[src/rtl/snu_pkg.sv]
// snu_pkg: shared types and constants of the sphere normal to uv mapper
// holds the cordic angle table, parameter defaults and the tag carried down the cell chain
// depends on nothing
`timescale 1ns / 1ps
`default_nettype none

package snu_pkg;

	// parameter defaults
	localparam int DEF_CORDIC_STAGES = 16;
	localparam int DEF_COORD_WIDTH   = 16;

	// io widths fixed by the item format
	localparam int IO_WIDTH  = 16;
	localparam int ACC_WIDTH = 32;

	// one half turn (pi) in units of 2^-32 turn, a full turn (2 pi) wraps to zero
	localparam logic [ACC_WIDTH-1:0] ACC_PI = 32'h8000_0000;

	// rounding bias for the 16 bit u result
	localparam logic [ACC_WIDTH-1:0] ACC_ROUND = 32'h0000_8000;

	// atan(2^-i) in units of 2^-32 turn
	localparam int ANGLE_TABLE_LEN = 24;
	localparam logic [ACC_WIDTH-1:0] ANGLE_STEP [ANGLE_TABLE_LEN] = '{
		32'h20000000, 32'h12E4051E, 32'h09FB385B, 32'h051111D4,
		32'h028B0D43, 32'h0145D7E1, 32'h00A2F61E, 32'h00517C55,
		32'h0028BE53, 32'h00145F2F, 32'h000A2F98, 32'h000517CC,
		32'h00028BE6, 32'h000145F3, 32'h0000A2FA, 32'h0000517D,
		32'h000028BE, 32'h0000145F, 32'h00000A30, 32'h00000518,
		32'h0000028C, 32'h00000146, 32'h000000A3, 32'h00000051
	};

	// side data that rides along with each request
	typedef struct packed {
		logic                zero;
		logic [IO_WIDTH-1:0] tex_v;
	} snu_tag_t;

endpackage

`default_nettype wire

[src/rtl/snu_norm_if.sv]
// snu_norm_if: valid/ready channel carrying one unit normal request
// depends on nothing
`timescale 1ns / 1ps
`default_nettype none

interface snu_norm_if;
	logic               valid;
	logic               ready;
	logic signed [15:0] norm_x;
	logic signed [15:0] norm_y;
	logic signed [15:0] norm_z;

	modport source (output valid, output norm_x, output norm_y, output norm_z, input ready);
	modport sink   (input valid, input norm_x, input norm_y, input norm_z, output ready);
endinterface

`default_nettype wire

[src/rtl/snu_uv_if.sv]
// snu_uv_if: valid/ready channel carrying one texture coordinate request
// depends on nothing
`timescale 1ns / 1ps
`default_nettype none

interface snu_uv_if;
	logic        valid;
	logic        ready;
	logic [15:0] tex_u;
	logic [15:0] tex_v;

	modport source (output valid, output tex_u, output tex_v, input ready);
	modport sink   (input valid, input tex_u, input tex_v, output ready);
endinterface

`default_nettype wire

[src/rtl/snu_prep.sv]
// snu_prep: input stage, scales the normal to cordic width, folds the left half plane
// and computes v; depends on snu_pkg
`timescale 1ns / 1ps
`default_nettype none

module snu_prep #(
	parameter int COORD_WIDTH = 16
) (
	input  wire                                    clk,
	input  wire                                    arst_n,
	input  wire                                    in_valid,
	output logic                                   in_ready,
	input  wire signed [snu_pkg::IO_WIDTH-1:0]     norm_x,
	input  wire signed [snu_pkg::IO_WIDTH-1:0]     norm_y,
	input  wire signed [snu_pkg::IO_WIDTH-1:0]     norm_z,
	output logic                                   out_valid,
	input  wire                                    out_ready,
	output logic signed [COORD_WIDTH+2:0]          re,
	output logic signed [COORD_WIDTH+2:0]          im,
	output logic [snu_pkg::ACC_WIDTH-1:0]          acc,
	output snu_pkg::snu_tag_t                      tag
);
	import snu_pkg::*;

	localparam int W  = COORD_WIDTH + 3;
	localparam int UP = (COORD_WIDTH >= IO_WIDTH) ? COORD_WIDTH - IO_WIDTH : 0;
	localparam int DN = (COORD_WIDTH < IO_WIDTH) ? IO_WIDTH - COORD_WIDTH : 0;
	localparam int EW = (W > IO_WIDTH) ? W : IO_WIDTH;

	logic signed [EW-1:0]       x_ext, z_ext;
	logic signed [W-1:0]        x_sc, z_sc;
	logic                       zero_c, left_c;
	logic signed [IO_WIDTH:0]   v_full;
	logic [IO_WIDTH-1:0]        v_c;

	logic                       valid_s1;
	logic signed [W-1:0]        re_s1, im_s1;
	logic [ACC_WIDTH-1:0]       acc_s1;
	snu_tag_t                   tag_s1;

	// scale to coordinate width, floor on a right shift
	always_comb begin
		x_ext = EW'(norm_x);
		z_ext = EW'(norm_z);
		x_ext = (x_ext <<< UP) >>> DN;
		z_ext = (z_ext <<< UP) >>> DN;
		x_sc  = x_ext[W-1:0];
		z_sc  = z_ext[W-1:0];
	end

	// zero vector and left half plane detection
	assign zero_c = (x_sc == '0) && (z_sc == '0);
	assign left_c = z_sc[W-1];

	// v = 32768 - y, saturated at the top code
	assign v_full = (IO_WIDTH+1)'(32768) - (IO_WIDTH+1)'(norm_y);
	assign v_c    = v_full[IO_WIDTH] ? '1 : v_full[IO_WIDTH-1:0];

	// stage handshake
	assign in_ready = !valid_s1 || out_ready;

	always_ff @(posedge clk or negedge arst_n) begin
		if (!arst_n) begin
			valid_s1 <= 1'b0;
		end else if (in_ready) begin
			valid_s1 <= in_valid;
		end
	end

	// payload, turned by a half turn when z is negative
	always_ff @(posedge clk) begin
		if (in_ready && in_valid) begin
			re_s1        <= left_c ? -z_sc : z_sc;
			im_s1        <= left_c ? -x_sc : x_sc;
			acc_s1       <= left_c ? ACC_PI : '0;
			tag_s1.zero  <= zero_c;
			tag_s1.tex_v <= v_c;
		end
	end

	assign out_valid = valid_s1;
	assign re        = re_s1;
	assign im        = im_s1;
	assign acc       = acc_s1;
	assign tag       = tag_s1;

endmodule

`default_nettype wire

[src/rtl/snu_cell.sv]
// snu_cell: one cordic vectoring micro-rotation with its own pipeline register
// depends on snu_pkg
`timescale 1ns / 1ps
`default_nettype none

module snu_cell #(
	parameter int W     = 19,
	parameter int STAGE = 0
) (
	input  wire                            clk,
	input  wire                            arst_n,
	input  wire                            in_valid,
	output logic                           in_ready,
	input  wire signed [W-1:0]             in_re,
	input  wire signed [W-1:0]             in_im,
	input  wire [snu_pkg::ACC_WIDTH-1:0]   in_acc,
	input  snu_pkg::snu_tag_t              in_tag,
	output logic                           out_valid,
	input  wire                            out_ready,
	output logic signed [W-1:0]            out_re,
	output logic signed [W-1:0]            out_im,
	output logic [snu_pkg::ACC_WIDTH-1:0]  out_acc,
	output snu_pkg::snu_tag_t              out_tag
);
	import snu_pkg::*;

	localparam logic [ACC_WIDTH-1:0] STEP = ANGLE_STEP[STAGE];

	logic signed [W-1:0]  dre, dim;
	logic                 up;
	logic                 valid_q;
	logic signed [W-1:0]  re_q, im_q;
	logic [ACC_WIDTH-1:0] acc_q;
	snu_tag_t             tag_q;

	// shifted cross terms, rotate toward the real axis
	assign dre = in_im >>> STAGE;
	assign dim = in_re >>> STAGE;
	assign up  = !in_im[W-1];

	assign in_ready = !valid_q || out_ready;

	always_ff @(posedge clk or negedge arst_n) begin
		if (!arst_n) begin
			valid_q <= 1'b0;
		end else if (in_ready) begin
			valid_q <= in_valid;
		end
	end

	always_ff @(posedge clk) begin
		if (in_ready && in_valid) begin
			re_q  <= up ? in_re + dre : in_re - dre;
			im_q  <= up ? in_im - dim : in_im + dim;
			acc_q <= up ? in_acc + STEP : in_acc - STEP;
			tag_q <= in_tag;
		end
	end

	assign out_valid = valid_q;
	assign out_re    = re_q;
	assign out_im    = im_q;
	assign out_acc   = acc_q;
	assign out_tag   = tag_q;

endmodule

`default_nettype wire

[src/rtl/snu_out.sv]
// snu_out: rounds the angle accumulator to u and holds the result register
// depends on snu_pkg
`timescale 1ns / 1ps
`default_nettype none

module snu_out (
	input  wire                            clk,
	input  wire                            arst_n,
	input  wire                            in_valid,
	output logic                           in_ready,
	input  wire [snu_pkg::ACC_WIDTH-1:0]   in_acc,
	input  snu_pkg::snu_tag_t              in_tag,
	output logic                           out_valid,
	input  wire                            out_ready,
	output logic [snu_pkg::IO_WIDTH-1:0]   tex_u,
	output logic [snu_pkg::IO_WIDTH-1:0]   tex_v
);
	import snu_pkg::*;

	logic [ACC_WIDTH-1:0] acc_sel, acc_rnd;
	logic                 valid_q;
	logic [IO_WIDTH-1:0]  u_q, v_q;

	// zero vector reads as one half turn, then round half up, full turn wraps
	assign acc_sel = in_tag.zero ? ACC_PI : in_acc;
	assign acc_rnd = acc_sel + ACC_ROUND;

	assign in_ready = !valid_q || out_ready;

	always_ff @(posedge clk or negedge arst_n) begin
		if (!arst_n) begin
			valid_q <= 1'b0;
		end else if (in_ready) begin
			valid_q <= in_valid;
		end
	end

	always_ff @(posedge clk) begin
		if (in_ready && in_valid) begin
			u_q <= acc_rnd[ACC_WIDTH-1 -: IO_WIDTH];
			v_q <= in_tag.tex_v;
		end
	end

	assign out_valid = valid_q;
	assign tex_u     = u_q;
	assign tex_v     = v_q;

endmodule

`default_nettype wire

[src/rtl/sphere_normal_to_uv.sv]
// sphere_normal_to_uv: unit normal to spherical texture coordinates
// stages: input stage, one cell per micro-rotation (table length caps them), result register
// throughput is one request per cycle while tex.ready is high; every stage holds its request
// under backpressure and fills its bubbles, so the chain of cordic cells sets depth and rate
// reset clears the valid bit of every stage, payload registers are not reset
// depends on snu_pkg, snu_norm_if, snu_uv_if, snu_prep, snu_cell, snu_out
`timescale 1ns / 1ps
`default_nettype none

module sphere_normal_to_uv #(
	parameter int CORDIC_STAGES = snu_pkg::DEF_CORDIC_STAGES,
	parameter int COORD_WIDTH   = snu_pkg::DEF_COORD_WIDTH
) (
	input  wire     clk,
	input  wire     arst_n,
	snu_norm_if.sink  normal,
	snu_uv_if.source  tex
);
	import snu_pkg::*;

	localparam int W = COORD_WIDTH + 3;
	localparam int N = (CORDIC_STAGES < ANGLE_TABLE_LEN) ? CORDIC_STAGES : ANGLE_TABLE_LEN;

	// chain links, index 0 is the input stage output
	logic                 valid_c [N+1];
	logic                 ready_c [N+1];
	logic signed [W-1:0]  re_c    [N+1];
	logic signed [W-1:0]  im_c    [N+1];
	logic [ACC_WIDTH-1:0] acc_c   [N+1];
	snu_tag_t             tag_c   [N+1];

	// input stage
	snu_prep #(
		.COORD_WIDTH (COORD_WIDTH)
	) u_prep (
		.clk       (clk),
		.arst_n    (arst_n),
		.in_valid  (normal.valid),
		.in_ready  (normal.ready),
		.norm_x    (normal.norm_x),
		.norm_y    (normal.norm_y),
		.norm_z    (normal.norm_z),
		.out_valid (valid_c[0]),
		.out_ready (ready_c[0]),
		.re        (re_c[0]),
		.im        (im_c[0]),
		.acc       (acc_c[0]),
		.tag       (tag_c[0])
	);

	// row of cordic cells
	for (genvar i = 0; i < N; i++) begin : g_cell
		snu_cell #(
			.W     (W),
			.STAGE (i)
		) u_cell (
			.clk       (clk),
			.arst_n    (arst_n),
			.in_valid  (valid_c[i]),
			.in_ready  (ready_c[i]),
			.in_re     (re_c[i]),
			.in_im     (im_c[i]),
			.in_acc    (acc_c[i]),
			.in_tag    (tag_c[i]),
			.out_valid (valid_c[i+1]),
			.out_ready (ready_c[i+1]),
			.out_re    (re_c[i+1]),
			.out_im    (im_c[i+1]),
			.out_acc   (acc_c[i+1]),
			.out_tag   (tag_c[i+1])
		);
	end

	// rounding and result register
	snu_out u_out (
		.clk       (clk),
		.arst_n    (arst_n),
		.in_valid  (valid_c[N]),
		.in_ready  (ready_c[N]),
		.in_acc    (acc_c[N]),
		.in_tag    (tag_c[N]),
		.out_valid (tex.valid),
		.out_ready (tex.ready),
		.tex_u     (tex.tex_u),
		.tex_v     (tex.tex_v)
	);

endmodule

`default_nettype wire
[src/flat_wrapper.sv]
// flat-port wrapper written by rule: the top's interface ports become plain ports
module sphere_normal_to_uv_flat import snu_pkg::*;
#(
	parameter int CORDIC_STAGES = snu_pkg::DEF_CORDIC_STAGES,
	parameter int COORD_WIDTH   = snu_pkg::DEF_COORD_WIDTH
)
  (clk, arst_n, normal_valid, normal_norm_x, normal_norm_y, normal_norm_z, normal_ready, tex_valid, tex_tex_u, tex_tex_v, tex_ready);
  snu_norm_if normal_i ();
  snu_uv_if tex_i ();
  input  wire clk;
  input  wire arst_n;
  input wire logic [$bits(normal_i.valid)-1:0] normal_valid;
  input wire logic [$bits(normal_i.norm_x)-1:0] normal_norm_x;
  input wire logic [$bits(normal_i.norm_y)-1:0] normal_norm_y;
  input wire logic [$bits(normal_i.norm_z)-1:0] normal_norm_z;
  output wire logic [$bits(normal_i.ready)-1:0] normal_ready;
  output wire logic [$bits(tex_i.valid)-1:0] tex_valid;
  output wire logic [$bits(tex_i.tex_u)-1:0] tex_tex_u;
  output wire logic [$bits(tex_i.tex_v)-1:0] tex_tex_v;
  input wire logic [$bits(tex_i.ready)-1:0] tex_ready;
  assign normal_i.valid = normal_valid;
  assign normal_i.norm_x = normal_norm_x;
  assign normal_i.norm_y = normal_norm_y;
  assign normal_i.norm_z = normal_norm_z;
  assign normal_ready = normal_i.ready;
  assign tex_valid = tex_i.valid;
  assign tex_tex_u = tex_i.tex_u;
  assign tex_tex_v = tex_i.tex_v;
  assign tex_i.ready = tex_ready;
  sphere_normal_to_uv #(.CORDIC_STAGES(CORDIC_STAGES), .COORD_WIDTH(COORD_WIDTH)) u_core (.clk(clk), .arst_n(arst_n), .normal(normal_i), .tex(tex_i));
endmodule
[config.mk]
export PLATFORM = sky130hd
export DESIGN_NAME = sphere_normal_to_uv_flat
export DESIGN_NICKNAME = d
export VERILOG_FILES = /design/src/rtl/snu_pkg.sv /design/src/rtl/snu_norm_if.sv /design/src/rtl/snu_uv_if.sv /design/src/rtl/snu_prep.sv /design/src/rtl/snu_cell.sv /design/src/rtl/snu_out.sv /design/src/rtl/sphere_normal_to_uv.sv /design/src/flat_wrapper.sv
export SDC_FILE = /design/constraint.sdc
export NUM_CORES = 2
export LEC_CHECK = 0
export BUFFER_PORTS_ARGS = -buffer_cell sky130_fd_sc_hd__buf_2
export CAP_MARGIN = 20
export CORE_MARGIN = 3
export CORE_UTILIZATION = 55
export DETAILED_ROUTE_END_ITERATION = 16
export PLACE_DENSITY = 0.7
export SYNTH_ARGS = -nofsm -noshare
export SYNTH_HDL_FRONTEND = slang
export SYNTH_SLANG_ARGS = --single-unit
[constraint.sdc]
create_clock -name clk -period 9.2 [get_ports clk]
set_input_delay 1.84 -clock clk [delete_from_list [all_inputs] [get_ports clk]]
set_output_delay 1.84 -clock clk [all_outputs]
set_load 0.02 [all_outputs]
### After elaboration in Yosys (flattened, before gate mapping)

Cells that the tools add are included.

| word-level totals | value |
|---|---|
| flip-flop bits (word level) | 1472 |
| input bits | 52 |
| output and inout port bits | 34 |
| logic and storage cells | 302 |

| operators by class | value |
|---|---|
| $add $sub $neg | 93 |
| mux-type cells | 49 |
| reduce and logical (&&, ||, !) cells | 57 |

Operators by type and width:

| kind | count |
|---|---|
| 2-to-1 mux 32 bit | 18 |
| 2-to-1 mux 19 bit | 30 |
| adder 32 x 16 -> 32 bit (second input constant) | 2 |
| adder 19 x 10 -> 19 bit | 2 |
| adder 19 x 11 -> 19 bit | 2 |
| adder 19 x 12 -> 19 bit | 2 |
| adder 19 x 13 -> 19 bit | 2 |
| adder 19 x 14 -> 19 bit | 2 |
| adder 19 x 15 -> 19 bit | 2 |
| adder 19 x 16 -> 19 bit | 2 |
| adder 19 x 17 -> 19 bit | 2 |
| adder 19 x 18 -> 19 bit | 2 |
| adder 19 x 6 -> 19 bit | 2 |
| adder 19 x 7 -> 19 bit | 2 |
| adder 19 x 8 -> 19 bit | 2 |
| adder 19 x 9 -> 19 bit | 2 |
| logical NOT 19 bit | 2 |
| negator 16 -> 19 bit | 2 |
| subtractor 19 x 10 -> 19 bit | 2 |
| subtractor 19 x 11 -> 19 bit | 2 |
| subtractor 19 x 12 -> 19 bit | 2 |
| subtractor 19 x 13 -> 19 bit | 2 |
| subtractor 19 x 14 -> 19 bit | 2 |
| subtractor 19 x 15 -> 19 bit | 2 |
| other kinds (47) | 107 |

### Depth between registers and ports, before layout

| logic depth | value |
|---|---|
| depth in word-level cells | 20 |
| mapped depth | 19 |
| mapped depth without buffers | 19 |

### By module

Synthesis repeated with hierarchy kept, for this count alone.

| second synthesis, totals | value |
|---|---|
| cells, all modules | 10308 |
| area total of the unflattened synthesis | 107115.2 µm² |

By module, submodules not included:

| module | times used | cells an instance | area an instance (µm²) | seq. area each (µm²) |
|---|---|---|---|---|
| snu_cell (u_core.g_cell[2].u_cell) | 1 | 698 | 6876.6 | 2637.5 |
| snu_cell (u_core.g_cell[5].u_cell) | 1 | 660 | 6721.4 | 2637.5 |
| snu_cell (u_core.g_cell[3].u_cell) | 1 | 666 | 6675.2 | 2637.5 |
| snu_cell (u_core.g_cell[1].u_cell) | 1 | 656 | 6618.8 | 2637.5 |
| snu_cell (u_core.g_cell[7].u_cell) | 1 | 634 | 6531.3 | 2637.5 |
| snu_cell (u_core.g_cell[12].u_cell) | 1 | 632 | 6495.0 | 2637.5 |
| snu_cell (u_core.g_cell[4].u_cell) | 1 | 632 | 6487.5 | 2637.5 |
| snu_cell (u_core.g_cell[9].u_cell) | 1 | 614 | 6454.9 | 2637.5 |
| snu_cell (u_core.g_cell[11].u_cell) | 1 | 635 | 6451.2 | 2637.5 |
| snu_cell (u_core.g_cell[13].u_cell) | 1 | 600 | 6414.9 | 2637.5 |
| snu_cell (u_core.g_cell[6].u_cell) | 1 | 617 | 6414.9 | 2637.5 |
| snu_cell (u_core.g_cell[14].u_cell) | 1 | 596 | 6298.5 | 2637.5 |
| snu_cell (u_core.g_cell[15].u_cell) | 1 | 603 | 6241.0 | 2637.5 |
| snu_cell (u_core.g_cell[10].u_cell) | 1 | 595 | 6218.5 | 2637.5 |
| +4 rows | - | - | - | - |

### Worst setup path before layout

No wires, ideal clock.

| path | value |
|---|---|
| path type | input port to flip-flop |
| from | input port tex_ready |
| to | register u_core.g_cell[8].u_cell.acc_q[10], enable pin |
| library setup time | 0.662 ns |
| data arrival time | 8.796 ns |
| required time | 8.538 ns |
| setup slack | -0.258 ns |
| cell stages on the path | 7 |
| buffers on the path | 1 |
| cell sequence | nor2b_1 -> nand3_1 -> nor2_1 -> and2_1 -> and3_1 -> clkbuf_1 -> a21boi_0 |

| on the way | value |
|---|---|
| word-level cells in the longest chain between the ends | 10 |

RTL lines:

| item | RTL line | text |
|---|---|---|
| from (decl) | flat_wrapper.sv:20 | `input wire logic [$bits(tex_i.ready)-1:0] tex_ready;` |
| logical OR 1 bit | snu_out.sv:28 | `assign in_ready = !valid_q \|\| out_ready;` |
| logical OR 1 bit (8 in series) | snu_cell.sv:41 | `assign in_ready = !valid_q \|\| out_ready;` |
| logical AND 1 bit | snu_cell.sv:52 | `if (in_ready && in_valid) begin` |
| to (signal assigned) | snu_cell.sv:55 | `acc_q <= up ? in_acc + STEP : in_acc - STEP;` |
| to (decl) | snu_cell.sv:33 | `logic [ACC_WIDTH-1:0] acc_q;` |

No other way between the ends.
A chain may end at the register's enable or synchronous reset.

### Worst setup path after layout

| path | value |
|---|---|
| from | input port tex_ready |
| to | output port normal_ready |

| on the way | value |
|---|---|
| word-level cells in the longest chain between the ends | 18 |

RTL lines:

| item | RTL line | text |
|---|---|---|
| logical OR 1 bit | snu_out.sv:28 |  |
| logical OR 1 bit (16 in series) | snu_cell.sv:41 |  |
| logical OR 1 bit | snu_prep.sv:60 | `assign in_ready = !valid_s1 \|\| out_ready;` |
| to (decl) | flat_wrapper.sv:16 | `output wire logic [$bits(normal_i.ready)-1:0] normal_ready;` |

No other way between the ends.

==> flow_summary.yaml <==
yosys:
  synth_top_area_share_pct: 44.29
  synth_area_mm2: 0.08827
  async_reset_ff_share_pct: 1.364
  synth.most_common_cell: "edfxtp_1"
  synthAdderAreaFrac_pct: 14.79
  ys_seq_area_share_pct: 44.80
  ys_top_cells_by_count: "edfxtp_1, ha_1, nor2_1, xnor2_1, a21oi_1"
  synth-warning-count: 0
  synth_top_family_by_area: "compound AO/OA/AOI/OAI gates"
  synthMuxAreaShare_pct: 0.5882
  synthSimpleGateAreaFrac_pct: 11.55
  synth_top_area_cell: "edfxtp_1"
  synth_flop_cell: "edfxtp_1"
  synth_xor_area_share_pct: 10.72
  avgSynthCellArea_um2: 10.65
  syn_inst: 8286
  synth.area.top_cells: "edfxtp_1, ha_1, xnor2_1"
  synth-compound-area-share_pct: 15.18
  synth_cell_types: 84
  ys_ff_latch: 1320
  synth-edff-count: 1302
grt:
  antenna_found_initial: 7
  overflow: 0
  grt_pass1_vias: 60230
  grt_max_degree: 87
  grt_pass1_wl_mm: 292.3
  grt_util_all_layers_pct: 21.39
worst_setup_path:
  crit_arrival_ns: 4.93
  reg2reg_from: "u_core.g_cell[12].u_cell.out_im[18]$_DFFE_PP_"
  cp-startpoint: "tex_ready"
  critical_path_class: "in -> out"
  worst_ep_required_time_ns: 7.36
  rr_endpoint: "u_core.g_cell[13].u_cell.out_acc[31]$_DFFE_PP_"
  r2r_slack_ns: 4.35
  crit_fanout: 5
  end_kind: "primary output"
  ff2ff_path_depth: 13
  crit_path_end: "normal_ready"
  worst_setup_path_start_kind: "input pin"
route:
  post_drt_wl_per_cell_um: 16.70
  vias_per_cell: 5.748
  postRouteAntennaNets: 0
  wl_mm: 178.0
  drt-initial-drc-count: 3308
  drtPass1Iterations: 6
  vias: 61260
  drc_errors: 0
sta:
  hold_viol_final: 0
  skew_ns: 0.02633
  tightest_slew_ns: 1.066
  rsz0062_at_grt: "false"
  fin_ws_ns: 2.431
  period_share_pct: 73.58
  setup_tns_ns: 0
  slew_headroom_pct: 28.91
  drv_slew: 0
  setup_violations: 0
  max_freq_mhz: 147.7
  min_period_ns: 6.769
floorplanning:
  initial_utilization_pct: 55.54
  dieArea_mm2: 0.1653
  die_x_um: 406.6
  core_area_mm2: 0.1589
  ios: 86
  die_h_um: 406.6
  std_cell_rows: 146
clock_network:
  ctsHoldBuffers: 0
  clk_latency_ns: 0.76
  post_cts_buffers: 0
  h-tree-depth: 4
  cts_buffer_depth: 3
  cts_root_buf: "clkbuf_16"
  cts_tree: "built"
  cts_resized: 0
  numCtsBuffers: 147
  clkSinkCount: 1320
  clkTransAtPathRegs_ns: 0.06
layout:
  layout.nets: 9539
  num_antenna_cells: 0
  areaGrowthSynthToFinish_pct: 9.105
  drive_above_1_share_pct: 5.358
  design_area_mm2: 0.09631
  fill_cells: 12650
  fin_util_pct: 60.60
place:
  placed_area_mm2: 0.09126
  gp_congestion: 0.9239
  portBuffers: 85
  pre_cts_ws_ns: 2.499
  hpwl_mm: 138.4
min_path:
  hold_start: "u_core.g_cell[3].u_cell.out_tag[13]$_DFFE_PP_"
  hold_class: "reg -> reg"
run:
  cap_viol_max_count: 0
outcome:
  run_status: "finished, final reports clean"
## worst min-delay path by stage
| stage | end | slack (ns) | cells past startpoint |
|---|---|---|---|
| floorplan | u_core.g_cell[0].u_cell.out_tag[0]$_DFFE_PP_ | 0.40 | 0 |
| global route | u_core.g_cell[4].u_cell.out_tag[13]$_DFFE_PP_ | 0.40 | 0 |
| CTS | u_core.g_cell[4].u_cell.out_tag[13]$_DFFE_PP_ | 0.40 | 0 |
| finish | u_core.g_cell[4].u_cell.out_tag[13]$_DFFE_PP_ | 0.40 | 0 |
| global placement | u_core.g_cell[3].u_cell.out_tag[15]$_DFFE_PP_ | 0.40 | 0 |
| detailed placement | u_core.g_cell[0].u_cell.out_tag[15]$_DFFE_PP_ | 0.40 | 0 |
## sequential cells by signal (all words and copies together), names as in the netlist, 16 cells and up
| name | count |
|---|---|
| u_core.u_prep.tag | 17 |
| u_core.g_cell.u_cell.out_tag | 272 |
| u_core.g_cell.u_cell.out_re | 252 |
| u_core.u_prep.re | 19 |
| u_core.u_out.tex_u | 16 |
| u_core.u_prep.im | 19 |
| u_core.g_cell.u_cell.out_im | 266 |
| u_core.u_out.tex_v | 16 |
| u_core.g_cell.u_cell.out_acc | 424 |
| u_core.g_cell.u_cell.out_valid | 16 |
## cells in the final DEF, fill, tap and decap left out, types with 54 or more instances in the layout
cell	synthesis	layout
edfxtp_1	1302	1302
ha_1	981	981
nor2_1	760	760
xnor2_1	727	727
a21oi_1	697	696
inv_1	457	457
nand2_1	428	428
o21ai_0	404	404
xor2_1	353	353
a21o_1	299	299
nor3_1	236	236
clkbuf_16	0	149
nand3_1	134	134
o21bai_1	113	113
nand2b_1	109	109
nor2b_1	110	104
o21a_1	94	94
buf_2	0	85
a31oi_1	83	83
and3_1	63	63
a211oi_1	61	61
nor4_1	56	56
nand4_1	54	54
## cell families after synthesis
kind of cell / Yosys count
XOR/XNOR: 1080
AND/OR/NAND/NOR: 2154
AO/OA/AOI/OAI: 2107
adder cells (fa/ha/maj): 1020
other: 1
flip-flops: 1320
multiplexers: 49
buffers and inverters: 555
## metrics by stage
stage / cells / hold WS (ns)
final: 10660 / 0.3956
after CTS: 10650 / 0.3970
after global placement: 10380 / 0.4004
after floorplan: 8287 / 0.4003
after global routing: 10660 / 0.4013
after detailed placement: 10380 / 0.4045
## final cells by class
type	instances	area (um2)	area share [%]
flip-flops and latches	1320	39550	41.06
clock inverters	91	996.0	1.034
inverters	463	1738	1.804
well taps	2072	2592	2.692
repair buffers	123	828.3	0.8600
multi-input cells	6412	46720	48.51
clock buffers	177	3884	4.032
## critical path: stages
cell and delay (ns):
buf_2 0.14, nor2b_1 0.39, nand3_1 0.20, nor2_1 0.35
nand2_1 0.18, nor3_1 0.85, nand2_1 0.16, nor2_1 0.36
nand4_1 0.20, buf_2 0.25
## routing by layer
layer,vias up,global-route usage [%],wire (um)
met5,-,0,0
met4,0,8.004,6262
met3,377,2.880,6475
met2,1135,39.98,91960
met1,28800,24.73,73280
li1,30950,-,-
Power is left out: the tool's default activity adds up to more than one toggle a clock period on the data nets, which glitch-free logic cannot reach.
